--- config.mk ---
export PLATFORM = sky130hd
export DESIGN_NAME = circular_double_ended_queue
export DESIGN_NICKNAME = d
export VERILOG_FILES = /design/src/design/cdq_pkg.sv /design/src/design/cdq_cell.sv /design/src/design/circular_double_ended_queue.sv
export SDC_FILE = /design/constraint.sdc
export NUM_CORES = 1
export LEC_CHECK = 0
export BUFFER_PORTS_ARGS = -buffer_cell sky130_fd_sc_hd__buf_2
export CAP_MARGIN = 10
export CORE_UTILIZATION = 44
export DETAILED_ROUTE_END_ITERATION = 12
export PLACE_DENSITY = 0.6
export SETUP_SLACK_MARGIN = 0.3
export SYNTH_ARGS = -nofsm -noshare
export SYNTH_HDL_FRONTEND = slang
export SYNTH_SLANG_ARGS = --single-unit
--- constraint.sdc ---
create_clock -name clk -period 8.45 [get_ports clk]
set_clock_uncertainty 0.15 [all_clocks]
set_input_delay 0.845 -clock clk [delete_from_list [all_inputs] [get_ports clk]]
set_output_delay 0.845 -clock clk [all_outputs]
set_load 0.02 [all_outputs]
--- src/design/cdq_pkg.sv ---
`default_nettype none

package cdq_pkg;

	localparam int DEPTH_DEF      = 8;
	localparam int DATA_WIDTH_DEF = 32;

	// capacity register
	localparam int          CAP_W     = 4;
	localparam int          CAP_MAX   = 15;
	localparam logic [3:0]  CAP_RESET = 4'd8;
	localparam int          APB_AW    = 3;
	localparam logic        REG_CAPACITY = 1'b0;

	localparam int OUT_W = 32;

	typedef enum logic [1:0] {
		OP_PUSH_FRONT = 2'd0,
		OP_PUSH_BACK  = 2'd1,
		OP_POP_FRONT  = 2'd2,
		OP_POP_BACK   = 2'd3
	} opcode_t;

	typedef enum logic [1:0] {
		ST_OK        = 2'd0,
		ST_OVERFLOW  = 2'd1,
		ST_UNDERFLOW = 2'd2
	} status_t;

	typedef struct packed {
		logic [OUT_W-1:0] popped_value;
		status_t          status;
		logic             now_empty;
		logic             now_full;
	} result_t;

endpackage

`default_nettype wire

--- src/design/cdq_cell.sv ---
`default_nettype none

// One ring entry. The read bus runs along the row: a cell puts its word on
// the bus when the read slot is its own, otherwise it passes its neighbour's.
module cdq_cell #(
	parameter int DATA_WIDTH = cdq_pkg::DATA_WIDTH_DEF,
	parameter int IDX_W      = 3,
	parameter int CELL_IDX   = 0
) (
	input  wire logic                  clk,
	input  wire logic                  wr_en,
	input  wire logic [IDX_W-1:0]      wr_slot,
	input  wire logic [DATA_WIDTH-1:0] wr_data,
	input  wire logic [IDX_W-1:0]      rd_slot,
	input  wire logic [DATA_WIDTH-1:0] chain_in,
	output logic      [DATA_WIDTH-1:0] chain_out
);

	localparam logic [IDX_W-1:0] MY_IDX = IDX_W'(CELL_IDX);

	logic [DATA_WIDTH-1:0] data_q;

	always_ff @(posedge clk) begin
		if (wr_en && (wr_slot == MY_IDX)) begin
			data_q <= wr_data;
		end
	end

	assign chain_out = (rd_slot == MY_IDX) ? data_q : chain_in;

endmodule

`default_nettype wire

--- src/design/circular_double_ended_queue.sv ---
// A result is registered in the cycle after its item is accepted.
// Throughput: one item per cycle unless m_tready stalls; the whole operation (pointer update and one
// entry access over the row of cells) completes in the accepting cycle.
// s_tready drops only while a result waits on a stalled m_tready.
// Reset (arst_n low, asynchronous): deque empty, indices zero, capacity 8,
// no result pending. Entry contents are not reset.
`default_nettype none

module circular_double_ended_queue #(
	parameter int DEPTH      = cdq_pkg::DEPTH_DEF,
	parameter int DATA_WIDTH = cdq_pkg::DATA_WIDTH_DEF
) (
	input  wire logic                        clk,
	input  wire logic                        arst_n,
	// APB configuration
	input  wire logic                        psel,
	input  wire logic                        penable,
	input  wire logic                        pwrite,
	input  wire logic [cdq_pkg::APB_AW-1:0]  paddr,
	input  wire logic [31:0]                 pwdata,
	output logic      [31:0]                 prdata,
	output logic                             pready,
	// input items
	input  wire logic                        s_tvalid,
	output logic                             s_tready,
	input  wire logic [39:0]                 s_tdata,  // opcode[1:0], value[33:2], zero pad
	// result items
	output logic                             m_tvalid,
	input  wire logic                        m_tready,
	output logic      [39:0]                 m_tdata   // popped_value[31:0], status[33:32],
	                                                   // now_empty[34], now_full[35], zero pad
);

	// capacity saturates at 15, so no more cells than that are ever reached
	localparam int NCELL = (DEPTH < cdq_pkg::CAP_MAX) ? DEPTH : cdq_pkg::CAP_MAX;
	localparam int IDX_W = (NCELL > 1) ? $clog2(NCELL) : 1;

	logic [cdq_pkg::CAP_W-1:0] capacity_q;
	logic [IDX_W-1:0]          front_q, back_q;
	logic                      empty_q;
	cdq_pkg::result_t          res_q;
	logic                      out_valid_q;

	logic                      cfg_wr;
	logic                      accept;
	logic [cdq_pkg::CAP_W-1:0] eff_cap;
	logic [IDX_W-1:0]          last_idx;
	cdq_pkg::opcode_t          op;
	logic [31:0]               value;

	logic [IDX_W-1:0]          front_d, back_d;
	logic                      empty_d;
	logic                      wr_en;
	logic [IDX_W-1:0]          wr_slot, rd_slot;
	logic [DATA_WIDTH-1:0]     rd_data;
	cdq_pkg::result_t          res_d;
	logic                      full_now;

	logic [DATA_WIDTH-1:0]     chain [NCELL+1];

	function automatic logic is_full(input logic empty, input logic [IDX_W-1:0] front,
	                                 input logic [IDX_W-1:0] back,
	                                 input logic [IDX_W-1:0] last);
		logic [IDX_W:0] back_inc;
		back_inc = {1'b0, back} + 1'b1;
		return !empty && (((front == '0) && (back == last)) || ({1'b0, front} == back_inc));
	endfunction

	// ---------------- configuration ----------------
	assign pready = 1'b1;
	assign cfg_wr = psel && penable && pwrite && pready
	                && (paddr[2] == cdq_pkg::REG_CAPACITY);
	assign prdata = (paddr[2] == cdq_pkg::REG_CAPACITY) ? 32'(capacity_q) : 32'd0;

	always_ff @(posedge clk or negedge arst_n) begin
		if (!arst_n) begin
			capacity_q <= cdq_pkg::CAP_RESET;
		end else if (cfg_wr) begin
			capacity_q <= pwdata[cdq_pkg::CAP_W-1:0];
		end
	end

	always_comb begin
		if (capacity_q == '0) begin
			eff_cap = cdq_pkg::CAP_W'(1);
		end else if (32'(capacity_q) > NCELL) begin
			eff_cap = cdq_pkg::CAP_W'(NCELL);
		end else begin
			eff_cap = capacity_q;
		end
	end
	assign last_idx = IDX_W'(eff_cap - 1'b1);

	// ---------------- item control ----------------
	assign s_tready = !out_valid_q || m_tready;
	assign accept   = s_tvalid && s_tready;
	assign op       = cdq_pkg::opcode_t'(s_tdata[1:0]);
	assign value    = s_tdata[33:2];
	assign full_now = is_full(empty_q, front_q, back_q, last_idx);

	always_comb begin
		front_d = front_q;
		back_d  = back_q;
		empty_d = empty_q;
		wr_en   = 1'b0;
		wr_slot = '0;
		rd_slot = front_q;
		res_d.popped_value = '0;
		res_d.status       = cdq_pkg::ST_OK;
		case (op)
			cdq_pkg::OP_PUSH_FRONT, cdq_pkg::OP_PUSH_BACK: begin
				if (full_now) begin
					res_d.status = cdq_pkg::ST_OVERFLOW;
				end else if (empty_q) begin
					front_d = '0;
					back_d  = '0;
					empty_d = 1'b0;
					wr_en   = 1'b1;
					wr_slot = '0;
				end else if (op == cdq_pkg::OP_PUSH_FRONT) begin
					front_d = (front_q == '0) ? last_idx : front_q - 1'b1;
					wr_en   = 1'b1;
					wr_slot = front_d;
				end else begin
					back_d  = (back_q >= last_idx) ? '0 : back_q + 1'b1;
					wr_en   = 1'b1;
					wr_slot = back_d;
				end
			end
			cdq_pkg::OP_POP_FRONT, cdq_pkg::OP_POP_BACK: begin
				rd_slot = (op == cdq_pkg::OP_POP_FRONT) ? front_q : back_q;
				if (empty_q) begin
					res_d.status       = cdq_pkg::ST_UNDERFLOW;
					res_d.popped_value = '1;
				end else begin
					res_d.popped_value = cdq_pkg::OUT_W'(rd_data);
					if (front_q == back_q) begin
						// last element gone
						front_d = '0;
						back_d  = '0;
						empty_d = 1'b1;
					end else if (op == cdq_pkg::OP_POP_FRONT) begin
						front_d = (front_q >= last_idx) ? '0 : front_q + 1'b1;
					end else begin
						back_d = (back_q == '0) ? last_idx : back_q - 1'b1;
					end
				end
			end
			default: begin
			end
		endcase
		res_d.now_empty = empty_d;
		res_d.now_full  = is_full(empty_d, front_d, back_d, last_idx);
	end

	always_ff @(posedge clk or negedge arst_n) begin
		if (!arst_n) begin
			front_q <= '0;
			back_q  <= '0;
			empty_q <= 1'b1;
		end else if (cfg_wr) begin
			front_q <= '0;
			back_q  <= '0;
			empty_q <= 1'b1;
		end else if (accept) begin
			front_q <= front_d;
			back_q  <= back_d;
			empty_q <= empty_d;
		end
	end

	// output register
	always_ff @(posedge clk or negedge arst_n) begin
		if (!arst_n) begin
			out_valid_q <= 1'b0;
		end else if (accept) begin
			out_valid_q <= 1'b1;
		end else if (m_tready) begin
			out_valid_q <= 1'b0;
		end
	end

	always_ff @(posedge clk) begin
		if (accept) begin
			res_q <= res_d;
		end
	end

	assign m_tvalid = out_valid_q;
	assign m_tdata  = {4'd0, res_q.now_full, res_q.now_empty, res_q.status,
	                   res_q.popped_value};

	// ---------------- row of cells ----------------
	assign chain[0] = '0;

	for (genvar i = 0; i < NCELL; i++) begin : g_cell
		cdq_cell #(
			.DATA_WIDTH(DATA_WIDTH),
			.IDX_W     (IDX_W),
			.CELL_IDX  (i)
		) u_cell (
			.clk      (clk),
			.wr_en    (wr_en && accept),
			.wr_slot  (wr_slot),
			.wr_data  (DATA_WIDTH'(value)),
			.rd_slot  (rd_slot),
			.chain_in (chain[i]),
			.chain_out(chain[i+1])
		);
	end

	assign rd_data = chain[NCELL];

	// ---------------- assertions ----------------
	a_underflow_all_ones: assert property (@(posedge clk) disable iff (!arst_n)
		m_tvalid && (res_q.status == cdq_pkg::ST_UNDERFLOW) |->
			(res_q.popped_value == '1) && res_q.now_empty)
		else $error("underflow result not all ones or not empty");

	a_not_empty_and_full: assert property (@(posedge clk) disable iff (!arst_n)
		m_tvalid |-> !(res_q.now_empty && res_q.now_full))
		else $error("result both empty and full");

	a_cfg_empties: assert property (@(posedge clk) disable iff (!arst_n)
		cfg_wr |=> empty_q && (front_q == '0) && (back_q == '0))
		else $error("capacity write did not empty the deque");

	a_idx_in_range: assert property (@(posedge clk) disable iff (!arst_n)
		!empty_q |-> (front_q <= last_idx) && (back_q <= last_idx))
		else $error("index beyond capacity");

endmodule

`default_nettype wire
==> results of run 1 <==
through the flow:
step                utilization  setup WS, ps
finish                   0.5147          3679
global route             0.5146          3389
CTS                      0.5146          3670
detailed placement       0.4791          3437
global placement         0.4791          3440
floorplan                     -          2228
cells in the mapped netlist, drive strengths merged (4+ instances only):
master	instances	area, um2
nand2	65	244.0
mux2	25	281.5
nand3	7	35.03
edfxtp	292	8768
clkbuf	47	176.4
inv	11	41.29
nor2	82	310.3
xnor2	5	51.30
a221oi	22	192.7
mux2i	5	50.05
mux4	12	270.3
nor3	6	35.03
nand2b	9	56.30
a31oi	25	171.4
buf	48	341.6
xor2	11	103.9
o211ai	4	30.03
a21oi	111	559.3
or2	7	43.79
ha	8	100.1
dfrtp	10	250.2
nor2b	8	52.55
o21ai	31	155.1
a211oi	30	235.2
and2	4	25.02
state kept, by name, summed over array words and instances (netlist names):
register,flops
empty_q,1
capacity_q,4
back_q,3
g_cell.u_cell.data_q,256
front_q,3
m_tvalid,1
m_tdata,36
final timing paths:
check / start / end / slack, ps / depth (start not counted)
min reg2reg: m_tvalid / m_tvalid / 380 / 2
max: capacity_q[1] / g_cell[4].u_cell.data_q[2] / 3680 / 11
min: arst_n / capacity_q[0] / 70 / 1
max reg2reg: capacity_q[1] / g_cell[4].u_cell.data_q[2] / 3680 / 11
min in group clk: m_tvalid / m_tvalid / 380 / 2
max in group asynchronous: arst_n / capacity_q[3] / 7810 / 1
cells in the final DEF (no fill, tap or decap), drive strengths merged, types with 4 or more instances in the layout:
master,Yosys,routed
ha,8,8
nor2,82,82
mux2,25,25
nor3,6,6
a31oi,25,25
nand2b,9,9
xor2,11,11
a21oi,111,111
buf,48,105
nand3,7,7
o21ai,31,31
or2,7,7
nor2b,8,8
clkinvlp,0,4
o211ai,4,4
xnor2,5,5
conb,2,33
mux2i,5,5
clkbuf,47,42
clkinv,0,8
inv,11,13
edfxtp,292,292
a221oi,22,22
nand2,65,65
a211oi,30,30
dfrtp,10,10
and2,4,4
mux4,12,12
critical path, delay by kind of cell (launching register included):
kind | cells | cell delay (ps)
xor+xnor | 1 | 220
buf+inv | 1 | 420
simple gates | 3 | 1180
compound gates | 4 | 1290
mux | 1 | 320
fa+ha+maj | 1 | 320
flops | 1 | 540
layout make-up:
class / count / area (um2)
antenna: 1 / 2.502
clock buffer: 42 / 880.8
clock inverter: 15 / 147.6
fill: 2491 / 14080
inverter: 11 / 41.29
multi-input combinational: 566 / 3737
sequential: 304 / 9071
tap: 384 / 480.5
timing repair buffer: 105 / 570.5
power groups by stage:
stage	combinational, mW	sequential (mW)	clock, mW
after CTS	1.60	1.90	1.39
after global placement	1.58	1.93	0
final	1.58	1.90	1.35
after global routing	1.75	1.92	1.44
after floorplan	1.18	1.92	0
after detailed placement	1.59	1.93	0
layer usage:
layer	wire, um	vias to the layer above	part of all wire	GRT usage
met5	11	-	0.00038	0
met4	535	2	0.019	0.05471
met3	1709	42	0.060	0.02937
met2	13800	265	0.48	0.3105
met1	12620	3947	0.44	0.2629
li1	-	3706	-	-
logic make-up (layout without fill, tap and decap cells):
family / after synthesis / in the layout / synth area share
buffers and inverters: 106 / 173 / 0.04253
multiplexers: 42 / 42 / 0.04577
AO/OA/AOI/OAI: 256 / 256 / 0.1255
flip-flops: 304 / 304 / 0.6898
XOR/XNOR: 17 / 17 / 0.01351
other: 2 / 34 / 0.0005711
adder cells (fa/ha/maj): 8 / 8 / 0.007612
AND/OR/NAND/NOR: 210 / 210 / 0.07469
==> results.txt, run 1 <==
----------------------------------------------------
[STA]
  Minimum period implied by the final worst setup slack ... 4771 ps
  Final setup violation count ... 0
  Relative slew slack ... 0.2330
  Slew of the pin with the lowest slew margin ... 1148 ps
  Worst hold slack ... 66.43 ps
  Max-slew violations ... 0
  RSZ-0062 raised after global routing ... false
  Setup total negative slack ... 0 ps
  Final Hold Vio Count ... 0
  Period Utilization, post-route ... 0.5646
  Achievable Freq ... 0.2096 GHz

[Synthesis]
  Part of the Yosys area used for sequential elements ... 0.6898
  EDFF count, synth ... 292
  Synth unique cells ... 79
  Dominant synthesized flop cell ... sky130_fd_sc_hd__edfxtp_1
  Yosys warning count ... 0
  Post-synthesis register bit count ... 304
  Post-synth ARST share ... 0.03947
  Synthesized cell area ... 0.01315 mm2
  Synthesized area per cell ... 13.92 um2
  Synthesized instance count ... 945

[Global routing]
  Number of antenna violations at the first check in global routing ... 2
  Remaining Overflow, GRT ... 0
  Maximum number of pins on one net before global-route repair ... 76
  Wire length of the first global-routing pass ... 44,630 um
  Number of global-route vias before repair ... 7,715
  GRT Util Overall ... 0.1898

[Placed design]
  Placed wire-length estimate ... 15,880 um
  I/O Buffers ... 87
  Gp weighted congestion ... 0.8361
  Cell count after placement ... 1,370
  Area of placed instances ... 0.01390 mm2

[Pwr]
  Share of power burned in combinational logic ... 0.327
  Internal Dissipation ... 3.167 mW
  LEAKAGE ... 5.121 nW
  Switching share of power ... 0.3458
  Sequential share of power ... 0.393
  Maximum ir drop on the vdd rail ... 152.5 uV
  Final Power ... 4.840 mW
  Portion of total power attributed to the clock network ... 0.280
  NetSw ... 1.674 mW
  Cell area power density ... 324.2 mW/mm2

[Route]
  DRC ... 0
  Vias per Instance ... 5.576
  Count of antenna-violating nets left after detailed routing ... 0
  Wirelength, routed ... 28,680 um
  Count of vias placed by the detailed router ... 7,962
  First-pass detailed-route iteration total ... 5
  Number of DRC markers in iteration 0 ... 641
  Routed wire length per instance ... 20.08 um

[Worst setup path]
  Slowest stage cell on the critical path ... sky130_fd_sc_hd__nor2_4
  Biggest cell delay along the critical path ... 620 ps
  Worst Path Max Fanout ... 18
  Worst setup SP type ... flip-flop
  Category of the most critical setup path ... flip-flop to flip-flop
  Arr. time, crit path ... 4810 ps
  Type of element capturing the critical path ... flip-flop
  Required time at the worst-slack endpoint ... 8490 ps
  Cell Chain, Critical Path ... o21ba_2 -> or2_1 -> ha_1 -> xor2_1 -> o221ai_1 -> o21ai_1 -> and2_1 -> mux2i_1 -> o21ai_0 -> nor2_4 -> buf_4

[Clock tree]
  Deepest level of the CTS H-tree ... 2
  Total number of clock tree sinks ... 304
  Maximum root-to-sink buffer count ... 3
  Root Driver ... sky130_fd_sc_hd__clkbuf_16
  Clk_lat worst skew ... 520 ps
  Number of post-CTS setup repair buffers ... 0
  Quantity of gates resized following cts ... 0
  CTS hold repair buffers ... 0
  Clock tree from TritonCTS ... yes
  CTS clock-pin slew for the worst setup and hold paths ... 60 ps
  Number of buffers added by the clock tree synthesis step ... 34

[Die]
  IO Count ... 157
  Total Die Area ... 0.03058 mm2
  Die height ... 174.9 um
  Effective utilization at floorplan ... 0.4533
  Die extent in x ... 174.9 um
  Standard cell core area ... 0.02901 mm2
  Placement Rows ... 62

[Flow run]
  Max-cap violations ... 0

[Run status]
  Run status ... completed

[Layout]
  Post-route insts no fill ... 1,428
  Layout cell share with drive strength beyond 1 ... 0.2138
  Summed area of non-filler cells in the final layout ... 0.01493 mm2
  Number of nets in the finished design ... 1,112
  Area growth syn-to-layout ... 13.55%

[Min path]
  Min-Delay Path Class ... primary input to asynchronous set/reset pin

----------------------------------------------------
(Power assumes the default switching activity.)
==> run 2, diff against run 1 <==
==> constraint.sdc (replaced) <==
create_clock -name clk -period 4.8 [get_ports clk]
set_clock_uncertainty 0.15 [all_clocks]
set_input_delay 0.48 -clock clk [delete_from_list [all_inputs] [get_ports clk]]
set_output_delay 0.48 -clock clk [all_outputs]
set_load 0.02 [all_outputs]
==> run 2 against run 1 <==
  * Sequential cell count is the same
  * Count of clock-buffer cells in the layout is 2 higher
  * Non-clock buffer count increased by 26
  * Setup slack lost 3100 ps
  * Sequential share of layout area shrank 1.2 points
  * Die area unchanged
  * Clock power is 74% higher
  * Maximum frequency increased by 13%
  * Combinational power increased by 91%
  * Final cell count increased by 2.1%
  * Final area up 2.0%
  * Critical path type unchanged
  * Utilization is 1.0 points higher
==> results.txt, run 2 (same netlist as run 1, synthesis figures left out) <==
----------------------------------------------------
[Global routing]
  Remaining Overflow, GRT ... 0 (unchanged)
  Number of antenna violations at the first check in global routing ... 2 (unchanged)
  Number of global-route vias before repair ... 8,009 (+3.8%)
  GRT Util Overall ... 0.1958 (+0.006056)
  Wire length of the first global-routing pass ... 46,240 um (+3.6%)
  Maximum number of pins on one net before global-route repair ... 51 (-33%)

[Layout]
  Final cell utilization of the core ... 0.5251 (+0.01044)
  Most frequent standard cell in the layout excluding fill and tap cells ... sky130_fd_sc_hd__edfxtp_1
  Number of flip-flops in the largest register ... 256 (unchanged)
  Summed area of non-filler cells in the final layout ... 0.01523 mm2 (+2.0%)
  Number of nets in the finished design ... 1,138 (+2.3%)
  Commonest non-fill, non-tap cells in the layout ... sky130_fd_sc_hd__edfxtp_1 (292), sky130_fd_sc_hd__a21oi_1 (110), sky130_fd_sc_hd__buf_2 (87), sky130_fd_sc_hd__nor2_1 (74), sky130_fd_sc_hd__nand2_1 (65)
  Register with the highest flop count ... g_cell.u_cell.data_q
  Area growth syn-to-layout ... 15.85%
  Layout cell share with drive strength beyond 1 ... 0.2351 (+0.02127)
  Post-route insts no fill ... 1,458 (+2.1%)
  Fillers ... 2,461 (-1.2%)

[STA]
  Period Utilization, post-route ... 0.8810 (+0.3164)
  Final setup violation count ... 0 (unchanged)
  Worst hold slack ... 41.74 ps (-24.69 ps)
  Relative slew slack ... 0.3442 (+0.1112)
  Setup total negative slack ... 0 ps (unchanged)
  Min setup slack post-route ... 571.1 ps (-3108 ps)
  Achievable Freq ... 0.2365 GHz (+13%)
  RSZ-0062 raised after global routing ... false
  Final Hold Vio Count ... 0 (unchanged)
  Max-slew violations ... 0 (unchanged)
  Minimum period implied by the final worst setup slack ... 4229 ps (-542.3 ps)
  Slew of the pin with the lowest slew margin ... 963.2 ps (-184.6 ps)

[Clock tree]
  Maximum root-to-sink buffer count ... 3 (unchanged)
  Clk_lat worst skew ... 500 ps (-20 ps)
  Clock tree from TritonCTS ... yes
  Number of buffers added by the clock tree synthesis step ... 34 (unchanged)
  Total number of clock tree sinks ... 304 (unchanged)
  Deepest level of the CTS H-tree ... 2 (unchanged)
  Number of post-CTS setup repair buffers ... 0 (unchanged)
  CTS clock-pin slew for the worst setup and hold paths ... 50 ps (about the same)
  Root Driver ... sky130_fd_sc_hd__clkbuf_16

[Die]
  Die height ... 174.9 um (unchanged)
  Placement Rows ... 62 (unchanged)
  Die extent in x ... 174.9 um (unchanged)
  Standard cell core area ... 0.02901 mm2 (unchanged)
  IO Count ... 157 (unchanged)
  Effective utilization at floorplan ... 0.4533 (unchanged)
  Total Die Area ... 0.03058 mm2 (unchanged)

[Pwr]
  LEAKAGE ... 5.297 nW (+3.4%)
  Maximum ir drop on the vdd rail ... 266.6 uV (+75%)
  Cell area power density ... 570.8 mW/mm2 (+76%)
  Final Power ... 8.696 mW (+80%)

[Route]
  Wirelength, routed ... 29,640 um (+3.4%)
  First-pass detailed-route iteration total ... 5 (unchanged)
  Number of DRC markers in iteration 0 ... 589 (-8.1%)
  Vias per Instance ... 5.569 (-0.11%)
  DRC ... 0 (unchanged)
  Count of antenna-violating nets left after detailed routing ... 0 (unchanged)
  Count of vias placed by the detailed router ... 8,120 (+2.0%)
  Routed wire length per instance ... 20.33 um (+1.2%)

[Worst setup path]
  Worst setup SP type ... flip-flop
  Worst Path Max Fanout ... 10 (-8)
  Required time at the worst-slack endpoint ... 5020 ps (-3470 ps)
  Type of element capturing the critical path ... flip-flop
  Register-to-register setup slack ... 570 ps (-3110 ps)
  Category of the most critical setup path ... flip-flop to flip-flop
  Arr. time, crit path ... 4450 ps (-360 ps)

[Placed design]
  Placed wire-length estimate ... 17,610 um (+11%)
  Post-placement worst setup slack ... 471.9 ps (-2966 ps)
  Gp weighted congestion ... 0.8772 (+4.9%)
  I/O Buffers ... 87 (unchanged)
  Area of placed instances ... 0.01421 mm2 (+2.2%)
  Cell count after placement ... 1,395 (+1.8%)

[Flow run]
  Max-cap violations ... 0 (unchanged)

[Run status]
  Run status ... completed

[Min path]
  Min-Delay Path Class ... primary input to flip-flop

----------------------------------------------------
run 2: cell count changes in the layout (fill, tap and decap cells not counted), sizes merged:
cell	change
buf	+25
clkbuf	+2
clkinv	+7
clkinvlp	-4
diode	+1
dlygate4sd3	+1
inv	-2
run 2: layer usage:
| layer | vias to the layer above | wire length [um] | GRT usage |
|---|---|---|---|
| met1 | 4023 | 13060 | 0.2702 |
| met3 | 51 | 1694 | 0.03329 |
| li1 | 3778 | - | - |
| met4 | 2 | 627 | 0.05616 |
| met2 | 266 | 14240 | 0.3194 |
| met5 | - | 13 | 0 |
run 2: final cells by class:
cell class | instances | area [um2] | share of cell area
Clock inverter | 16 | 115.1 | 0.007556
Tap cell | 384 | 480.5 | 0.03154
Sequential cell | 304 | 9071 | 0.5954
Antenna cell | 2 | 5.005 | 0.0003285
Inverter | 11 | 41.29 | 0.002710
Clock buffer | 44 | 888.4 | 0.05831
Timing Repair Buffer | 131 | 868.3 | 0.05700
Multi-Input combinational cell | 566 | 3765 | 0.2471
run 2: worst max-delay path, cell delays in order (launching register included):
cell and delay (ps):
sky130_fd_sc_hd__dfrtp_1 470, sky130_fd_sc_hd__o21ba_2 280, sky130_fd_sc_hd__or2_1 260, sky130_fd_sc_hd__ha_1 300
sky130_fd_sc_hd__xor2_1 240, sky130_fd_sc_hd__o221ai_2 290, sky130_fd_sc_hd__o21ai_1 250, sky130_fd_sc_hd__and2_1 290
sky130_fd_sc_hd__a31oi_4 300, sky130_fd_sc_hd__inv_1 80, sky130_fd_sc_hd__ha_1 310, sky130_fd_sc_hd__xor2_1 170
sky130_fd_sc_hd__o22ai_1 170, sky130_fd_sc_hd__or4b_1 450, sky130_fd_sc_hd__nand3_1 90
run 2: power by group:
| part | internal, mW | switching, mW | leakage [nW] |
|---|---|---|---|
| clock network | 1.36 | 0.984 | 0.497 |
| registers | 3.19 | 0.145 | 2.80 |
| logic | 1.15 | 1.87 | 2.00 |
| total | 5.70 | 3.00 | 5.30 |
run 2: final timing paths:
check / start / end / cells after the start
worst max-delay path: capacity_q[2] / m_tdata[35] / 14
worst min-delay path: s_tvalid / m_tvalid / 2
worst max register to register: capacity_q[2] / m_tdata[35] / 14
worst min register to register: m_tvalid / m_tvalid / 2
max in group asynchronous: arst_n / capacity_q[3] / 2
min in group asynchronous: arst_n / capacity_q[0] / 2
run 2: repair_timing:
| item | 4_1_cts | 5_1_grt |
|---|---|---|
| gates resized for setup | 0 | 2 |
| setup endpoints to repair | 0 | 90 |
| hold buffers | 1 | 0 |
| endpoints found under the hold margin | 12 | 0 |
==> run 3, diff against run 2 <==
--- a/config.mk
+++ b/config.mk
@@ -7,9 +7,10 @@
 export LEC_CHECK = 0
 export BUFFER_PORTS_ARGS = -buffer_cell sky130_fd_sc_hd__buf_2
 export CAP_MARGIN = 10
-export CORE_UTILIZATION = 44
+export CORE_ASPECT_RATIO = 0.75
+export CORE_UTILIZATION = 50
 export DETAILED_ROUTE_END_ITERATION = 12
-export PLACE_DENSITY = 0.6
+export PLACE_DENSITY = 0.67
 export SETUP_SLACK_MARGIN = 0.3
 export SYNTH_ARGS = -nofsm -noshare
 export SYNTH_HDL_FRONTEND = slang
==> run 3 against run 2 <==
  * First-iteration DRC count up 15%
  * Critical endpoint unchanged
  * Final area shrank 0.72%
  * Sequential share of layout area increased by 0.43 points
  * Via count about the same
  * Count of clock-buffer cells in the layout decreased by 8
  * Die area down 12%
  * Non-clock buffer count shrank 5
  * Register-to-register slack worse by 130 ps
  * Global-route usage increased by 2.1 points
  * Utilization grew 5.9 points
==> results.txt, run 3 (same netlist as run 1, synthesis figures left out) <==
----------------------------------------------------
[Run status]
  Run status ... completed

[STA]
  Min setup slack post-route ... 444.5 ps (-126.6 ps)
  RSZ-0062 raised after global routing ... true
  Final Hold Vio Count ... 0 (unchanged)
  Period Utilization, post-route ... 0.9074 (+0.02637)
  Final setup violation count ... 0 (unchanged)
  Slew of the pin with the lowest slew margin ... 1216 ps (+252.5 ps)
  Max-slew violations ... 0 (unchanged)
  Worst hold slack ... 25.83 ps (-15.91 ps)
  Minimum period implied by the final worst setup slack ... 4356 ps (+126.6 ps)
  Achievable Freq ... 0.2296 GHz (-2.9%)
  Relative slew slack ... 0.1887 (-0.1555)

[Clock tree]
  CTS clock-pin slew for the worst setup and hold paths ... 60 ps (about the same)
  Maximum root-to-sink buffer count ... 3 (unchanged)
  Clock tree from TritonCTS ... yes
  Total number of clock tree sinks ... 304 (unchanged)
  Root Driver ... sky130_fd_sc_hd__clkbuf_16
  Deepest level of the CTS H-tree ... 1 (-1)
  Number of buffers added by the clock tree synthesis step ... 30 (-12%)
  Clk_lat worst skew ... 580 ps (+80 ps)

[Route]
  Vias per Instance ... 5.784 (+3.9%)
  DRC ... 0 (unchanged)
  Count of antenna-violating nets left after detailed routing ... 0 (unchanged)
  Routed wire length per instance ... 20.71 um (+1.9%)
  Count of vias placed by the detailed router ... 8,121 (+0.012%)
  Wirelength, routed ... 29,080 um (-1.9%)
  Number of DRC markers in iteration 0 ... 680 (+15%)
  First-pass detailed-route iteration total ... 7 (+2)

[Worst setup path]
  Arr. time, crit path ... 4600 ps (+150 ps)
  Worst Path Max Fanout ... 13 (+3)
  Slowest stage cell on the critical path ... sky130_fd_sc_hd__dfrtp_1
  Category of the most critical setup path ... flip-flop to flip-flop
  Type of element capturing the critical path ... flip-flop
  Register-to-register setup slack ... 440 ps (-130 ps)
  Biggest cell delay along the critical path ... 560 ps (+90 ps)
  Worst setup SP type ... flip-flop
  Required time at the worst-slack endpoint ... 5050 ps (+30 ps)
  Cell Chain, Critical Path ... o21ba_2 -> or2_1 -> ha_1 -> xor2_1 -> o221ai_1 -> o21ai_1 -> and2_1 -> a31oi_4 -> inv_1 -> ha_1 -> xor2_1 -> o22ai_1 -> or4b_1 -> nand3_1
  Worst Reg-to-Reg Cells ... 14 (unchanged)

[Layout]
  Commonest non-fill, non-tap cells in the layout ... sky130_fd_sc_hd__edfxtp_1 (292), sky130_fd_sc_hd__a21oi_1 (110), sky130_fd_sc_hd__buf_2 (87), sky130_fd_sc_hd__nor2_1 (73), sky130_fd_sc_hd__nand2_1 (65)
  Number of nets in the finished design ... 1,129 (-0.79%)
  Register with the highest flop count ... g_cell.u_cell.data_q
  Number of flip-flops in the largest register ... 256 (unchanged)
  Layout cell share with drive strength beyond 1 ... 0.2219 (-0.01317)
  Area growth syn-to-layout ... 15.01%
  Post-route insts no fill ... 1,404 (-3.7%)
  Summed area of non-filler cells in the final layout ... 0.01512 mm2 (-0.72%)
  Fillers ... 2,079 (-16%)
  Most frequent standard cell in the layout excluding fill and tap cells ... sky130_fd_sc_hd__edfxtp_1

[Placed design]
  Cell count after placement ... 1,344 (-3.7%)
  Area of placed instances ... 0.01409 mm2 (-0.83%)
  Placed wire-length estimate ... 16,730 um (-5.0%)
  Gp weighted congestion ... 0.9103 (+3.8%)
  I/O Buffers ... 87 (unchanged)
  Post-placement worst setup slack ... 427.7 ps (-44.28 ps)

[Die]
  Effective utilization at floorplan ... 0.5076 (+0.05433)
  IO Count ... 157 (unchanged)
  Standard cell core area ... 0.02591 mm2 (-11%)
  Total Die Area ... 0.02696 mm2 (-12%)
  Placement Rows ... 51 (-18%)
  Die extent in x ... 189.3 um (+8.2%)
  Die height ... 142.4 um (-19%)

[Pwr]
  Maximum ir drop on the vdd rail ... 347.0 uV (+30%)
  Cell area power density ... 565.1 mW/mm2 (-0.99%)
  Final Power ... 8.548 mW (-1.7%)
  LEAKAGE ... 5.231 nW (-1.3%)

[Min path]
  Cell depth of the worst hold path ... 1 (-1)
  Min-Delay Path Class ... primary input to flip-flop

[Global routing]
  Remaining Overflow, GRT ... 0 (unchanged)
  Number of antenna violations at the first check in global routing ... 3 (+1)
  Maximum number of pins on one net before global-route repair ... 76 (+49%)
  Number of global-route vias before repair ... 7,737 (-3.4%)
  Wire length of the first global-routing pass ... 44,680 um (-3.4%)
  GRT Util Overall ... 0.2167 (+0.02089)

[Flow run]
  Max-cap violations ... 0 (unchanged)

----------------------------------------------------
[run 3: per-stage QoR]
| step | util | setup TNS, ps |
|---|---|---|
| after CTS | 0.5833 | 0 |
| after global routing | 0.5838 | 0 |
| final | 0.5838 | 0 |
| after global placement | 0.5438 | 0 |
| after floorplan | - | -2620 |
| after detailed placement | 0.5438 | 0 |
[run 3: final timing paths]
kind | from | endpoint
setup / recovery | capacity_q[0] | m_tdata[35]
hold / removal | s_tdata[28] | g_cell[0].u_cell.data_q[26]
setup reg to reg | capacity_q[0] | m_tdata[35]
hold reg to reg | m_tvalid | m_tvalid
max in group asynchronous | arst_n | capacity_q[3]
min in group asynchronous | arst_n | back_q[2]
[run 3: layer usage]
metal | global-route usage | up-vias | share of wire
li1 | - | 3748 | -
met1 | 0.3263 | 4062 | 0.47
met2 | 0.3346 | 266 | 0.45
met3 | 0.03452 | 41 | 0.057
met4 | 0.04414 | 4 | 0.015
met5 | 0 | - | 0.00086
[run 3: power breakdown]
group          internal, mW  switching (mW)
Combinational          1.10            1.88
Clock                  1.31           0.944
Sequential             3.19           0.127
[run 3: what timing repair did]
| action | in CTS | in global routing |
|---|---|---|
| endpoints found under the hold margin | 42 | 0 |
| setup endpoints to repair | 0 | 51 |
| hold buffers | 7 | 0 |
| setup buffers | 0 | 0 |
| resized for setup | 0 | 2 |
[run 3: final cells by class]
type / instances / area, um2 / share of cell area
inverter: 11 / 41.29 / 0.002730
sequential: 304 / 9071 / 0.5998
multi-input combinational: 566 / 3769 / 0.2492
clock inverter: 16 / 178.9 / 0.01183
clock buffer: 36 / 773.2 / 0.05113
antenna: 1 / 2.502 / 0.0001655
tap: 344 / 430.4 / 0.02846
timing repair buffer: 126 / 858.3 / 0.05675
[run 3: critical path, delay by kind of cell, from the launching register on]
kind	cells	cell delay, ps
compound gates	5	1340
xor+xnor	2	390
fa+ha+maj	2	620
buf+inv	1	70
flops	1	560
simple gates	4	1070
